[src/rtl/esdm_pkg.sv]
// Shared types and constants of the encoder speed and distance meter
`timescale 1ns / 1ps

package esdm_pkg;

  // serial multiply/divide unit: a * b / c
  localparam int unsigned OP_A_W = 33;
  localparam int unsigned OP_B_W = 24;
  localparam int unsigned OP_C_W = 24;
  localparam int unsigned PROD_W = OP_A_W + OP_B_W;
  localparam int unsigned CNT_W  = 6;
  localparam logic [CNT_W-1:0] MUL_LAST = CNT_W'(OP_B_W - 1);
  localparam logic [CNT_W-1:0] DIV_LAST = CNT_W'(PROD_W - 1);

  localparam int unsigned CIRC_W = 18;
  localparam int unsigned RG_W   = 24;
  localparam int unsigned DIST_W = 48;

  // item kinds
  localparam int unsigned KIND_W = 3;
  localparam logic [KIND_W-1:0] KIND_EDGE  = 3'd0;
  localparam logic [KIND_W-1:0] KIND_ERROR = 3'd1;
  localparam logic [KIND_W-1:0] KIND_CLEAR = 3'd2;
  localparam logic [KIND_W-1:0] KIND_ARM   = 3'd3;

  // configuration register indexes
  localparam int unsigned CFG_IDX_W  = 8;
  localparam int unsigned CFG_DATA_W = 27;
  localparam logic [CFG_IDX_W-1:0] REG_CLOCK_HZ       = 8'd0;
  localparam logic [CFG_IDX_W-1:0] REG_PULSES_PER_REV = 8'd1;
  localparam logic [CFG_IDX_W-1:0] REG_GEAR_RATIO     = 8'd2;
  localparam logic [CFG_IDX_W-1:0] REG_WHEEL_DIAM     = 8'd3;

  localparam logic [26:0] CLOCK_HZ_RST = 27'd1000000;

  localparam logic [OP_B_W-1:0] CIRC_NUM    = 24'd314;
  localparam logic [OP_C_W-1:0] CIRC_DEN    = 24'd100;
  localparam logic [OP_B_W-1:0] SEC_PER_MIN = 24'd60;
  localparam logic [DIST_W-1:0] MAX48       = {DIST_W{1'b1}};

  typedef struct packed {
    logic [26:0]     clock_hz;
    logic [15:0]     wheel_diameter_mm;
    logic [RG_W-1:0] rg;               // pulses * gear, never zero
  } cfg_t;

  typedef struct packed {
    logic              start;
    logic [OP_A_W-1:0] a;
    logic [OP_B_W-1:0] b;
    logic [OP_C_W-1:0] c;
  } md_req_t;

  typedef struct packed {
    logic              done;
    logic [PROD_W-1:0] quot;
  } md_rsp_t;

endpackage

[src/rtl/esdm_if.sv]
// Handshake channels of the encoder speed and distance meter
`timescale 1ns / 1ps

interface esdm_in_if import esdm_pkg::*; ();
  logic              valid;
  logic              ready;
  logic [KIND_W-1:0] kind;
  logic [15:0]       edge_period;
  logic [31:0]       target_mm;

  modport source (output valid, output kind, output edge_period, output target_mm,
                  input ready);
  modport sink (input valid, input kind, input edge_period, input target_mm,
                output ready);
endinterface

interface esdm_out_if import esdm_pkg::*; ();
  logic              valid;
  logic              ready;
  logic [31:0]       pulse_count;
  logic [31:0]       error_count;
  logic [15:0]       last_period;
  logic [32:0]       speed_rpm;
  logic [44:0]       speed_mm_per_s;
  logic [DIST_W-1:0] distance_mm;
  logic              target_reached;

  modport source (output valid, output pulse_count, output error_count,
                  output last_period, output speed_rpm, output speed_mm_per_s,
                  output distance_mm, output target_reached, input ready);
  modport sink (input valid, input pulse_count, input error_count,
                input last_period, input speed_rpm, input speed_mm_per_s,
                input distance_mm, input target_reached, output ready);
endinterface

interface esdm_cfg_if import esdm_pkg::*; ();
  logic                  valid;
  logic                  ready;
  logic [CFG_IDX_W-1:0]  index;
  logic [CFG_DATA_W-1:0] data;

  modport source (output valid, output index, output data, input ready);
  modport sink (input valid, input index, input data, output ready);
endinterface

[src/rtl/esdm_cfg_regs.sv]
// Configuration registers and derived resolution term
`timescale 1ns / 1ps

module esdm_cfg_regs import esdm_pkg::*; (
  input  logic       clk_i,
  input  logic       rst_ni,
  esdm_cfg_if.sink   cfg_i,
  output cfg_t       cfg_o
);

  logic [26:0]     clock_hz_q;
  logic [15:0]     ppr_q;
  logic [7:0]      gear_q;
  logic [15:0]     diam_q;
  logic [RG_W-1:0] rg_q, rg_d;

  assign cfg_i.ready = 1'b1;

  always_comb begin
    rg_d = RG_W'(ppr_q) * RG_W'(gear_q);
    if (rg_d == '0) begin
      rg_d = RG_W'(1);
    end
  end

  always_ff @(posedge clk_i or negedge rst_ni) begin
    if (!rst_ni) begin
      clock_hz_q <= CLOCK_HZ_RST;
      ppr_q      <= 16'd1;
      gear_q     <= 8'd1;
      diam_q     <= 16'd1;
      rg_q       <= RG_W'(1);
    end else begin
      rg_q <= rg_d;
      if (cfg_i.valid) begin
        case (cfg_i.index)
          REG_CLOCK_HZ:       clock_hz_q <= cfg_i.data[26:0];
          REG_PULSES_PER_REV: ppr_q      <= cfg_i.data[15:0];
          REG_GEAR_RATIO:     gear_q     <= cfg_i.data[7:0];
          REG_WHEEL_DIAM:     diam_q     <= cfg_i.data[15:0];
          default: ;
        endcase
      end
    end
  end

  assign cfg_o.clock_hz          = clock_hz_q;
  assign cfg_o.wheel_diameter_mm = diam_q;
  assign cfg_o.rg                = rg_q;

endmodule

[src/rtl/esdm_muldiv.sv]
// Bit-serial a*b/c unit: shift-add multiply then restoring divide
`timescale 1ns / 1ps

module esdm_muldiv import esdm_pkg::*; (
  input  logic    clk_i,
  input  logic    rst_ni,
  input  md_req_t req_i,
  output md_rsp_t rsp_o
);

  localparam logic [1:0] PH_IDLE = 2'd0;
  localparam logic [1:0] PH_MUL  = 2'd1;
  localparam logic [1:0] PH_DIV  = 2'd2;

  logic [1:0]        phase_q, phase_d;
  logic [CNT_W-1:0]  cnt_q, cnt_d;
  logic              done_q, done_d;
  logic [PROD_W-1:0] a_q, a_d;
  logic [OP_B_W-1:0] b_q, b_d;
  logic [OP_C_W-1:0] c_q, c_d;
  logic [PROD_W-1:0] acc_q, acc_d;   // product, then dividend/quotient
  logic [OP_C_W-1:0] rem_q, rem_d;
  logic [OP_C_W:0]   trial;

  always_comb begin
    phase_d = phase_q;
    cnt_d   = cnt_q;
    done_d  = 1'b0;
    a_d     = a_q;
    b_d     = b_q;
    c_d     = c_q;
    acc_d   = acc_q;
    rem_d   = rem_q;
    trial   = {rem_q, acc_q[PROD_W-1]};
    case (phase_q)
      PH_IDLE: begin
        if (req_i.start) begin
          a_d     = PROD_W'(req_i.a);
          b_d     = req_i.b;
          c_d     = req_i.c;
          acc_d   = '0;
          rem_d   = '0;
          cnt_d   = '0;
          phase_d = PH_MUL;
        end
      end
      PH_MUL: begin
        if (b_q[0]) begin
          acc_d = acc_q + a_q;
        end
        a_d   = {a_q[PROD_W-2:0], 1'b0};
        b_d   = {1'b0, b_q[OP_B_W-1:1]};
        cnt_d = cnt_q + CNT_W'(1);
        if (cnt_q == MUL_LAST) begin
          cnt_d   = '0;
          phase_d = PH_DIV;
        end
      end
      PH_DIV: begin
        // one quotient bit per cycle, shifted into the bottom of acc
        if (trial >= {1'b0, c_q}) begin
          rem_d = OP_C_W'(trial - {1'b0, c_q});
          acc_d = {acc_q[PROD_W-2:0], 1'b1};
        end else begin
          rem_d = trial[OP_C_W-1:0];
          acc_d = {acc_q[PROD_W-2:0], 1'b0};
        end
        cnt_d = cnt_q + CNT_W'(1);
        if (cnt_q == DIV_LAST) begin
          phase_d = PH_IDLE;
          done_d  = 1'b1;
        end
      end
      default: phase_d = PH_IDLE;
    endcase
  end

  always_ff @(posedge clk_i or negedge rst_ni) begin
    if (!rst_ni) begin
      phase_q <= PH_IDLE;
      cnt_q   <= '0;
      done_q  <= 1'b0;
    end else begin
      phase_q <= phase_d;
      cnt_q   <= cnt_d;
      done_q  <= done_d;
    end
  end

  always_ff @(posedge clk_i) begin
    a_q   <= a_d;
    b_q   <= b_d;
    c_q   <= c_d;
    acc_q <= acc_d;
    rem_q <= rem_d;
  end

  assign rsp_o.done = done_q;
  assign rsp_o.quot = acc_q;

  assert property (@(posedge clk_i) disable iff (!rst_ni)
    req_i.start |-> phase_q == PH_IDLE)
    else $error("muldiv started while busy");

  assert property (@(posedge clk_i) disable iff (!rst_ni)
    done_q |=> !done_q)
    else $error("muldiv done longer than one cycle");

  assert property (@(posedge clk_i) disable iff (!rst_ni)
    (phase_q == PH_DIV && c_q != '0) |-> rem_q < c_q)
    else $error("divider remainder not below divisor");

  assert property (@(posedge clk_i) disable iff (!rst_ni)
    done_q |-> phase_q == PH_IDLE && $past(phase_q) == PH_DIV)
    else $error("muldiv done without a divide pass");

endmodule

[src/rtl/encoder_speed_distance_meter.sv]
// Top level: encoder counters, target logic and speed/distance sequencer
`timescale 1ns / 1ps

// Wheel encoder meter. Each input transfer is an edge (with its period), a
// capture error, a clear, a target arm, a read or a spare kind, and gives
// exactly one status result. Counters and the stored period update in the
// cycle of the transfer; circumference, rpm, mm/s and distance are then
// worked out in turn on one shared bit-serial multiply/divide unit, one pass
// each, with a pass for the rpm factor before rpm. When the stored period is
// zero the factor and rpm passes are skipped, and an arm with a nonzero target
// and circumference adds one pass for the target count. That unit sets the
// rate: one item at a time, the next transfer taken once the result has gone
// to the output register, which may still be waiting for the sink.
module encoder_speed_distance_meter import esdm_pkg::*; (
  input  logic       clk_i,
  input  logic       rst_ni,
  esdm_in_if.sink    in_i,
  esdm_out_if.source out_o,
  esdm_cfg_if.sink   cfg_i
);

  localparam logic [2:0] ST_IDLE = 3'd0;
  localparam logic [2:0] ST_CIRC = 3'd1;
  localparam logic [2:0] ST_TGT  = 3'd2;
  localparam logic [2:0] ST_FACT = 3'd3;
  localparam logic [2:0] ST_RPM  = 3'd4;
  localparam logic [2:0] ST_MMPS = 3'd5;
  localparam logic [2:0] ST_DIST = 3'd6;
  localparam logic [2:0] ST_OUT  = 3'd7;

  cfg_t    cfg;
  md_req_t md_req;
  md_rsp_t md_rsp;

  logic [2:0]        st_q, st_d;
  logic              go_q, go_d;
  logic [31:0]       edge_cnt_q, edge_cnt_d;
  logic [31:0]       err_cnt_q, err_cnt_d;
  logic [15:0]       period_q, period_d;
  logic [DIST_W-1:0] target_q, target_d;
  logic              fired_q, fired_d;
  logic [KIND_W-1:0] kind_q, kind_d;
  logic [31:0]       tmm_q, tmm_d;
  logic [CIRC_W-1:0] circ_q, circ_d;
  logic [32:0]       fact_q, fact_d;
  logic [32:0]       rpm_q, rpm_d;
  logic [44:0]       mmps_q, mmps_d;
  logic [DIST_W-1:0] dist_q, dist_d;
  logic [31:0]       edge_inc;
  logic              in_xfer;
  logic              out_load;

  logic              out_valid_q, out_valid_d;
  logic [31:0]       o_pulse_q, o_err_q;
  logic [15:0]       o_period_q;
  logic [32:0]       o_rpm_q;
  logic [44:0]       o_mmps_q;
  logic [DIST_W-1:0] o_dist_q;
  logic              o_fired_q;

  esdm_cfg_regs u_cfg (
    .clk_i  (clk_i),
    .rst_ni (rst_ni),
    .cfg_i  (cfg_i),
    .cfg_o  (cfg)
  );

  esdm_muldiv u_muldiv (
    .clk_i  (clk_i),
    .rst_ni (rst_ni),
    .req_i  (md_req),
    .rsp_o  (md_rsp)
  );

  assign in_i.ready = (st_q == ST_IDLE);
  assign in_xfer    = in_i.valid && (st_q == ST_IDLE);
  assign edge_inc   = edge_cnt_q + 32'd1;
  assign out_load   = (st_q == ST_OUT) && (!out_valid_q || out_o.ready);

  // operands of the shared unit follow the sequencer state
  always_comb begin
    md_req.start = go_q;
    md_req.a     = '0;
    md_req.b     = '0;
    md_req.c     = '0;
    case (st_q)
      ST_CIRC: begin
        md_req.a = OP_A_W'(cfg.wheel_diameter_mm);
        md_req.b = CIRC_NUM;
        md_req.c = CIRC_DEN;
      end
      ST_TGT: begin
        md_req.a = OP_A_W'(tmm_q);
        md_req.b = cfg.rg;
        md_req.c = OP_C_W'(circ_q);
      end
      ST_FACT: begin
        md_req.a = OP_A_W'(cfg.clock_hz);
        md_req.b = SEC_PER_MIN;
        md_req.c = cfg.rg;
      end
      ST_RPM: begin
        md_req.a = fact_q;
        md_req.b = OP_B_W'(1);
        md_req.c = OP_C_W'(period_q);
      end
      ST_MMPS: begin
        md_req.a = rpm_q;
        md_req.b = OP_B_W'(circ_q);
        md_req.c = SEC_PER_MIN;
      end
      ST_DIST: begin
        md_req.a = OP_A_W'(edge_cnt_q);
        md_req.b = OP_B_W'(circ_q);
        md_req.c = cfg.rg;
      end
      default: ;
    endcase
  end

  always_comb begin
    st_d       = st_q;
    go_d       = 1'b0;
    edge_cnt_d = edge_cnt_q;
    err_cnt_d  = err_cnt_q;
    period_d   = period_q;
    target_d   = target_q;
    fired_d    = fired_q;
    kind_d     = kind_q;
    tmm_d      = tmm_q;
    circ_d     = circ_q;
    fact_d     = fact_q;
    rpm_d      = rpm_q;
    mmps_d     = mmps_q;
    dist_d     = dist_q;
    case (st_q)
      ST_IDLE: begin
        if (in_xfer) begin
          kind_d  = in_i.kind;
          tmm_d   = in_i.target_mm;
          fired_d = 1'b0;
          case (in_i.kind)
            KIND_EDGE: begin
              period_d   = in_i.edge_period;
              edge_cnt_d = edge_inc;
              if (target_q != '0 && {16'd0, edge_inc} >= target_q) begin
                fired_d  = 1'b1;
                target_d = '0;
              end
            end
            KIND_ERROR: begin
              period_d  = '0;
              err_cnt_d = err_cnt_q + 32'd1;
            end
            KIND_CLEAR: begin
              edge_cnt_d = '0;
              err_cnt_d  = '0;
              period_d   = '0;
              if (target_q != '0) begin
                fired_d  = 1'b1;
                target_d = '0;
              end
            end
            default: ;
          endcase
          st_d = ST_CIRC;
          go_d = 1'b1;
        end
      end
      ST_CIRC: begin
        if (md_rsp.done) begin
          circ_d = md_rsp.quot[CIRC_W-1:0];
          go_d   = 1'b1;
          if (kind_q == KIND_ARM && tmm_q != '0 && md_rsp.quot[CIRC_W-1:0] != '0) begin
            st_d = ST_TGT;
          end else begin
            if (kind_q == KIND_ARM) begin
              // zero target disarms; no circumference: only a clear can release the target
              target_d = (tmm_q == '0) ? '0 : MAX48;
            end
            if (period_q == '0) begin
              rpm_d = '0;
              st_d  = ST_MMPS;
            end else begin
              st_d = ST_FACT;
            end
          end
        end
      end
      ST_TGT: begin
        if (md_rsp.done) begin
          target_d = (md_rsp.quot[PROD_W-1:DIST_W] != '0) ? MAX48
                                                        : md_rsp.quot[DIST_W-1:0];
          go_d = 1'b1;
          if (period_q == '0) begin
            rpm_d = '0;
            st_d  = ST_MMPS;
          end else begin
            st_d = ST_FACT;
          end
        end
      end
      ST_FACT: begin
        if (md_rsp.done) begin
          fact_d = md_rsp.quot[32:0];
          st_d   = ST_RPM;
          go_d   = 1'b1;
        end
      end
      ST_RPM: begin
        if (md_rsp.done) begin
          rpm_d = md_rsp.quot[32:0];
          st_d  = ST_MMPS;
          go_d  = 1'b1;
        end
      end
      ST_MMPS: begin
        if (md_rsp.done) begin
          mmps_d = md_rsp.quot[44:0];
          st_d   = ST_DIST;
          go_d   = 1'b1;
        end
      end
      ST_DIST: begin
        if (md_rsp.done) begin
          dist_d = (md_rsp.quot[PROD_W-1:DIST_W] != '0) ? MAX48
                                                      : md_rsp.quot[DIST_W-1:0];
          st_d   = ST_OUT;
        end
      end
      ST_OUT: begin
        if (out_load) begin
          st_d = ST_IDLE;
        end
      end
      default: st_d = ST_IDLE;
    endcase
  end

  always_comb begin
    out_valid_d = out_valid_q;
    if (out_load) begin
      out_valid_d = 1'b1;
    end else if (out_o.ready) begin
      out_valid_d = 1'b0;
    end
  end

  always_ff @(posedge clk_i or negedge rst_ni) begin
    if (!rst_ni) begin
      st_q        <= ST_IDLE;
      go_q        <= 1'b0;
      edge_cnt_q  <= '0;
      err_cnt_q   <= '0;
      period_q    <= '0;
      target_q    <= '0;
      out_valid_q <= 1'b0;
    end else begin
      st_q        <= st_d;
      go_q        <= go_d;
      edge_cnt_q  <= edge_cnt_d;
      err_cnt_q   <= err_cnt_d;
      period_q    <= period_d;
      target_q    <= target_d;
      out_valid_q <= out_valid_d;
    end
  end

  always_ff @(posedge clk_i) begin
    fired_q <= fired_d;
    kind_q  <= kind_d;
    tmm_q   <= tmm_d;
    circ_q  <= circ_d;
    fact_q  <= fact_d;
    rpm_q   <= rpm_d;
    mmps_q  <= mmps_d;
    dist_q  <= dist_d;
    if (out_load) begin
      o_pulse_q  <= edge_cnt_q;
      o_err_q    <= err_cnt_q;
      o_period_q <= period_q;
      o_rpm_q    <= rpm_q;
      o_mmps_q   <= mmps_q;
      o_dist_q   <= dist_q;
      o_fired_q  <= fired_q;
    end
  end

  assign out_o.valid          = out_valid_q;
  assign out_o.pulse_count    = o_pulse_q;
  assign out_o.error_count    = o_err_q;
  assign out_o.last_period    = o_period_q;
  assign out_o.speed_rpm      = o_rpm_q;
  assign out_o.speed_mm_per_s = o_mmps_q;
  assign out_o.distance_mm    = o_dist_q;
  assign out_o.target_reached = o_fired_q;

endmodule

[src/flat_wrapper.sv]
// flat-port wrapper written by rule: the top's interface ports become plain ports
module encoder_speed_distance_meter_flat import esdm_pkg::*;
  (clk_i, rst_ni, in_i_valid, in_i_kind, in_i_edge_period, in_i_target_mm, in_i_ready, out_o_valid, out_o_pulse_count, out_o_error_count, out_o_last_period, out_o_speed_rpm, out_o_speed_mm_per_s, out_o_distance_mm, out_o_target_reached, out_o_ready, cfg_i_valid, cfg_i_index, cfg_i_data, cfg_i_ready);
  esdm_in_if in_i_i ();
  esdm_out_if out_o_i ();
  esdm_cfg_if cfg_i_i ();
  input  logic clk_i;
  input  logic rst_ni;
  input wire logic [$bits(in_i_i.valid)-1:0] in_i_valid;
  input wire logic [$bits(in_i_i.kind)-1:0] in_i_kind;
  input wire logic [$bits(in_i_i.edge_period)-1:0] in_i_edge_period;
  input wire logic [$bits(in_i_i.target_mm)-1:0] in_i_target_mm;
  output wire logic [$bits(in_i_i.ready)-1:0] in_i_ready;
  output wire logic [$bits(out_o_i.valid)-1:0] out_o_valid;
  output wire logic [$bits(out_o_i.pulse_count)-1:0] out_o_pulse_count;
  output wire logic [$bits(out_o_i.error_count)-1:0] out_o_error_count;
  output wire logic [$bits(out_o_i.last_period)-1:0] out_o_last_period;
  output wire logic [$bits(out_o_i.speed_rpm)-1:0] out_o_speed_rpm;
  output wire logic [$bits(out_o_i.speed_mm_per_s)-1:0] out_o_speed_mm_per_s;
  output wire logic [$bits(out_o_i.distance_mm)-1:0] out_o_distance_mm;
  output wire logic [$bits(out_o_i.target_reached)-1:0] out_o_target_reached;
  input wire logic [$bits(out_o_i.ready)-1:0] out_o_ready;
  input wire logic [$bits(cfg_i_i.valid)-1:0] cfg_i_valid;
  input wire logic [$bits(cfg_i_i.index)-1:0] cfg_i_index;
  input wire logic [$bits(cfg_i_i.data)-1:0] cfg_i_data;
  output wire logic [$bits(cfg_i_i.ready)-1:0] cfg_i_ready;
  assign in_i_i.valid = in_i_valid;
  assign in_i_i.kind = in_i_kind;
  assign in_i_i.edge_period = in_i_edge_period;
  assign in_i_i.target_mm = in_i_target_mm;
  assign in_i_ready = in_i_i.ready;
  assign out_o_valid = out_o_i.valid;
  assign out_o_pulse_count = out_o_i.pulse_count;
  assign out_o_error_count = out_o_i.error_count;
  assign out_o_last_period = out_o_i.last_period;
  assign out_o_speed_rpm = out_o_i.speed_rpm;
  assign out_o_speed_mm_per_s = out_o_i.speed_mm_per_s;
  assign out_o_distance_mm = out_o_i.distance_mm;
  assign out_o_target_reached = out_o_i.target_reached;
  assign out_o_i.ready = out_o_ready;
  assign cfg_i_i.valid = cfg_i_valid;
  assign cfg_i_i.index = cfg_i_index;
  assign cfg_i_i.data = cfg_i_data;
  assign cfg_i_ready = cfg_i_i.ready;
  encoder_speed_distance_meter u_core (.clk_i(clk_i), .rst_ni(rst_ni), .in_i(in_i_i), .out_o(out_o_i), .cfg_i(cfg_i_i));
endmodule
[config.mk]
export PLATFORM = sky130hd
export DESIGN_NAME = encoder_speed_distance_meter_flat
export DESIGN_NICKNAME = d
export VERILOG_FILES = /design/src/rtl/esdm_pkg.sv /design/src/rtl/esdm_if.sv /design/src/rtl/esdm_cfg_regs.sv /design/src/rtl/esdm_muldiv.sv /design/src/rtl/encoder_speed_distance_meter.sv /design/src/flat_wrapper.sv
export SDC_FILE = /design/constraint.sdc
export NUM_CORES = 2
export LEC_CHECK = 0
export ABC_CLOCK_PERIOD_IN_PS = 40300
export BUFFER_PORTS_ARGS = -buffer_cell sky130_fd_sc_hd__buf_2
export CAP_MARGIN = 20
export CORE_ASPECT_RATIO = 1.1
export CORE_MARGIN = 1.5
export CORE_UTILIZATION = 35
export DETAILED_ROUTE_END_ITERATION = 12
export HOLD_SLACK_MARGIN = 0.08
export SETUP_SLACK_MARGIN = 0.5
export SYNTH_ARGS = -nofsm -noshare
export SYNTH_HDL_FRONTEND = slang
export SYNTH_SLANG_ARGS = --single-unit
[constraint.sdc]
create_clock -name clk_i -period 40.3 [get_ports clk_i]
set_input_delay 2.015 -clock clk_i [delete_from_list [all_inputs] [get_ports clk_i]]
set_output_delay 2.015 -clock clk_i [all_outputs]
set_load 0.02 [all_outputs]
==> run_results.csv <==
group,metric,value,unit
cts,clk_pin_slew,0.06,ns
floorplanning,std_cell_rows,134,
synth,synth_top_area_share,42.6,%
finish,multiInputGateArea,0.0173,mm^2
floorplanning,die_y,370,um
placement,hpwl,89600,um
global_routing,grt_pass1_vias,28825,
finish,nets,4220,
route,vias,29694,
power_and_ir_drop,p_int,1.41,mW
route,dr.pass1.iters,8,
power_and_ir_drop,pwr-share-clk,46.7,%
global_routing,grt_busiest_layer,"met2",
synth,synth_seq_area_share,56.2,%
cts,cts_setup_buffers,0,
power_and_ir_drop,powerDensity,36.6,mW/mm^2
global_routing,grt_max_degree,113,
global_routing,grt_util_met3,3.98,%
synth,syn_area,0.0427,mm^2
power_and_ir_drop,combinationalPowerShare,1.6,%
floorplanning,die_w,336,um
sta,holdWs,0.379,ns
floorplanning,dieArea,0.124,mm^2
cts,h-tree-depth,3,
sta,max_freq,172,MHz
route,finalWirelength,124000,um
floorplanning,initial_core_util,35.3,%
power_and_ir_drop,ir_drop,30.2,uV
worst_setup_path,worst-path-max-fanout,17,
power_and_ir_drop,p_leak,19.8,nW
sta,fin_crit,5.82,ns
worst_setup_path,crit_start,"u_core.u_cfg.gear_q[6]$_DFFE_PN0P_",
synth,yosysTopAreaCell,"edfxtp_1",
placement,dp.cells,5420,
finish,finalNonFillerCells,5587,
power_and_ir_drop,power.switching,0.388,mW
sta,clock_skew,0.0732,ns
synth,yosysWarnings,0,
sta,slew_headroom,25.9,%
sta,worst_pin_slew,1.11,ns
outcome,outcome,"finished clean",
route,wl_per_cell,22.2,um
sta,hold_viol_final,0,
worst_setup_path,path_class,"flip-flop to flip-flop",
cts,worstSkewPairLatency,0.72,ns
cts,cts_root_buf,"clkbuf_16",
synth,ys_types,100,
floorplanning,core,0.121,mm^2
finish,syn_to_final_growth,14.7,%
cts,cts.repair.resized,0,
cts,cts_hold_buf,0,
floorplanning,pin_count,301,
synth,synthTopCellsByArea,"edfxtp_1 (43%), dfrtp_1 (13%), ha_1 (4.8%)",
cts,cts_sinks,839,
min_path,hp-start,"u_core.dist_q[9]$_DFFE_PP_",
global_routing,use_met2,31.1,%
finish,ff_latch_area,0.0241,mm^2
global_routing,grt_first_pass_wirelength,183000,um
global_routing,grt_use_total,19.6,%
power_and_ir_drop,p_sw_share,21.6,%
sta,fin_crit_sh,14.4,%
global_routing,use_met1,26.1,%
global_routing,antenna_found_initial,7,
global_routing,grt_overflow,0,
power_and_ir_drop,seqPwrFrac,51.7,%
cts,cts_tree,"yes",
min_path,min_path_type,"flip-flop to flip-flop",
route,antenna_left,0,
route,drc_errors,0,
worst_setup_path,r2r_start,"u_core.u_cfg.gear_q[6]$_DFFE_PN0P_",
finish,final_util,40.5,%
synth,syn-num-nets,3969,
worst_setup_path,cp.required,40.93,ns
finish,layout-drive-gt1-share,17.5,%
finish,fillers,11515,
placement,io_buffers,299,
route,routed_via_density,5.31,
cts,clock_path_buffers,3,
worst_setup_path,cp-start-kind,"flip-flop",
worst_setup_path,worstPathArrival,6.45,ns
sta,finalSetupViolations,0,
route,first_iter_violations,2379,
synth,synth_seq_cells,839,
worst_setup_path,endpoint_kind,"flip-flop",
finish,diodes,0,
synth,async_flop_share,27.8,%
placement,place_congestion,0.889,
sta,slew_violations,0,
power_and_ir_drop,power,1.80,mW
synth,synth_edf_count,606,
sta,final.setup.tns,0,ns
sta,rsz0062_at_grt,"false",
cts,cts_buffers,89,
synth,syn_inst,3628,
synth,syn_avg_cell_area,11.8,um^2
synth,synth-main-ff-cell,"edfxtp_1",
flow_run,drv_cap,0,
power by group through the flow:
stage                     clock network [mW]  registers, mW  logic (mW)
after floorplan                            0          0.942      0.0130
after global placement                     0          0.946      0.0285
after detailed placement                   0          0.946      0.0288
after CTS                              0.857          0.929      0.0290
after global routing                   0.887          0.929      0.0315
final                                  0.839          0.929      0.0285
routing by layer:
metal | vias to the layer above | wire length [um]
li1 | 13655 | -
met1 | 14695 | 53000
met2 | 1125 | 57100
met3 | 213 | 9070
met4 | 6 | 4720
met5 | - | 41
registers in the layout, indices dropped and copies added, names as in the netlist, 45 cells and up:
name,flops
u_core.u_muldiv.acc_q,57
u_core.mmps_q,45
u_core.out_o.speed_mm_per_s,45
u_core.dist_q,48
u_core.u_muldiv.a_q,57
u_core.target_q,48
u_core.out_o.distance_mm,48
kinds of logic (layout without fill, tap and decap cells):
family,Yosys count,in the layout,share of synthesized area (%)
and+or+nand+nor,1084,1084,12.8
DFF,839,839,56.2
AOI/OAI and AO/OA,772,772,11.9
buffers and inverters,389,716,3.57
adders and majority gates,251,251,8.85
muxes,152,152,3.80
xor gates and xnor gates,140,140,2.87
other,1,1,0.00877
final timing paths:
kind | to | slack, ns | depth (start not counted)
setup / recovery | u_core.u_cfg.rg_q[0]$_DFF_PN1_ | 34.48 | 18
hold / removal | u_core.out_o.distance_mm[9]$_DFFE_PP_ | 0.38 | 0
setup reg to reg | u_core.u_cfg.rg_q[0]$_DFF_PN1_ | 34.48 | 18
hold reg to reg | u_core.out_o.distance_mm[9]$_DFFE_PP_ | 0.38 | 0
max in group asynchronous | u_core.edge_cnt_q[1]$_DFFE_PN0P_ | 36.53 | 3
min in group asynchronous | u_core.err_cnt_q[23]$_DFFE_PN0P_ | 1.40 | 1
metrics by stage:
step | area [um^2] | worst slack [ns]
3_5_place_dp | 46000 | 34.48
4_1_cts | 49000 | 34.47
5_1_grt | 49000 | 34.16
6_report | 49000 | 34.48
2_1_floorplan | 42700 | 20.99
3_3_place_gp | 46000 | 34.57
final cells by class:
cell class	count	area share, %
Multi-Input combinational cell	2400	35.3
Tap cell	1632	4.16
Sequential cell	839	49.0
Timing Repair Buffer	345	3.79
Clock buffer	116	5.08
Clock inverter	51	1.09
Inverter	204	1.56
cell usage in the layout, fill, tap and decap left out, types with 34 or more instances in the layout:
cell and instances:
o21ai_0 193, a21o_1 67, clkbuf_16 92, a2bb2oi_1 49
nor4_1 35, ha_1 163, a21oi_1 175, edfxtp_1 606
buf_4 45, xnor2_1 79, nor2_1 179, nand3_1 78
nand4_1 39, nor3_1 41, mux2_2 83, and3_1 64
inv_1 203, dfrtp_1 219, xor2_1 61, mux2i_1 69
or2_2 55, a22oi_1 47, nor2b_1 34, buf_2 298
nand2_1 326, and2_1 152, fa_1 86
cells in the mapped netlist (all sizes together), types with 9 or more instances:
| master | instances |
|---|---|
| nor2b | 35 |
| nand3 | 79 |
| a21oi | 179 |
| xnor2 | 79 |
| and3 | 65 |
| nor4 | 37 |
| a211oi | 16 |
| o211ai | 9 |
| o21ai | 204 |
| or3 | 16 |
| o21bai | 16 |
| a2bb2oi | 49 |
| dfstp | 11 |
| a21o | 67 |
| fa | 86 |
| a22o | 32 |
| o21a | 15 |
| a221oi | 17 |
| nand2 | 326 |
| xor2 | 61 |
| and2 | 152 |
| dfrtp | 222 |
| inv | 204 |
| nand2b | 16 |
| mux2i | 69 |
| a22oi | 47 |
| or2 | 58 |
| o22ai | 15 |
| a32oi | 10 |
| a31oi | 18 |
| edfxtp | 606 |
| nor3 | 48 |
| mux2 | 83 |
| ha | 164 |
| nand4 | 39 |
| buf | 31 |
| o31ai | 22 |
| nor2 | 187 |
| clkbuf | 154 |
worst max-delay path, stage by stage (launching register included):
cell and delay [ns]:
dfrtp_1 0.68, nand2_1 0.16, fa_1 0.52, fa_1 0.55
inv_1 0.06, fa_1 0.52, inv_1 0.05, fa_1 0.53
inv_1 0.04, ha_1 0.36, nand3_1 0.12, o2111ai_1 0.34
a31oi_1 0.20, o311ai_1 0.58, xor2_1 0.19, a211oi_2 0.18
nand4_1 0.11, or4_1 0.47, nand2_1 0.09
Power figures use the tool's default switching activity.
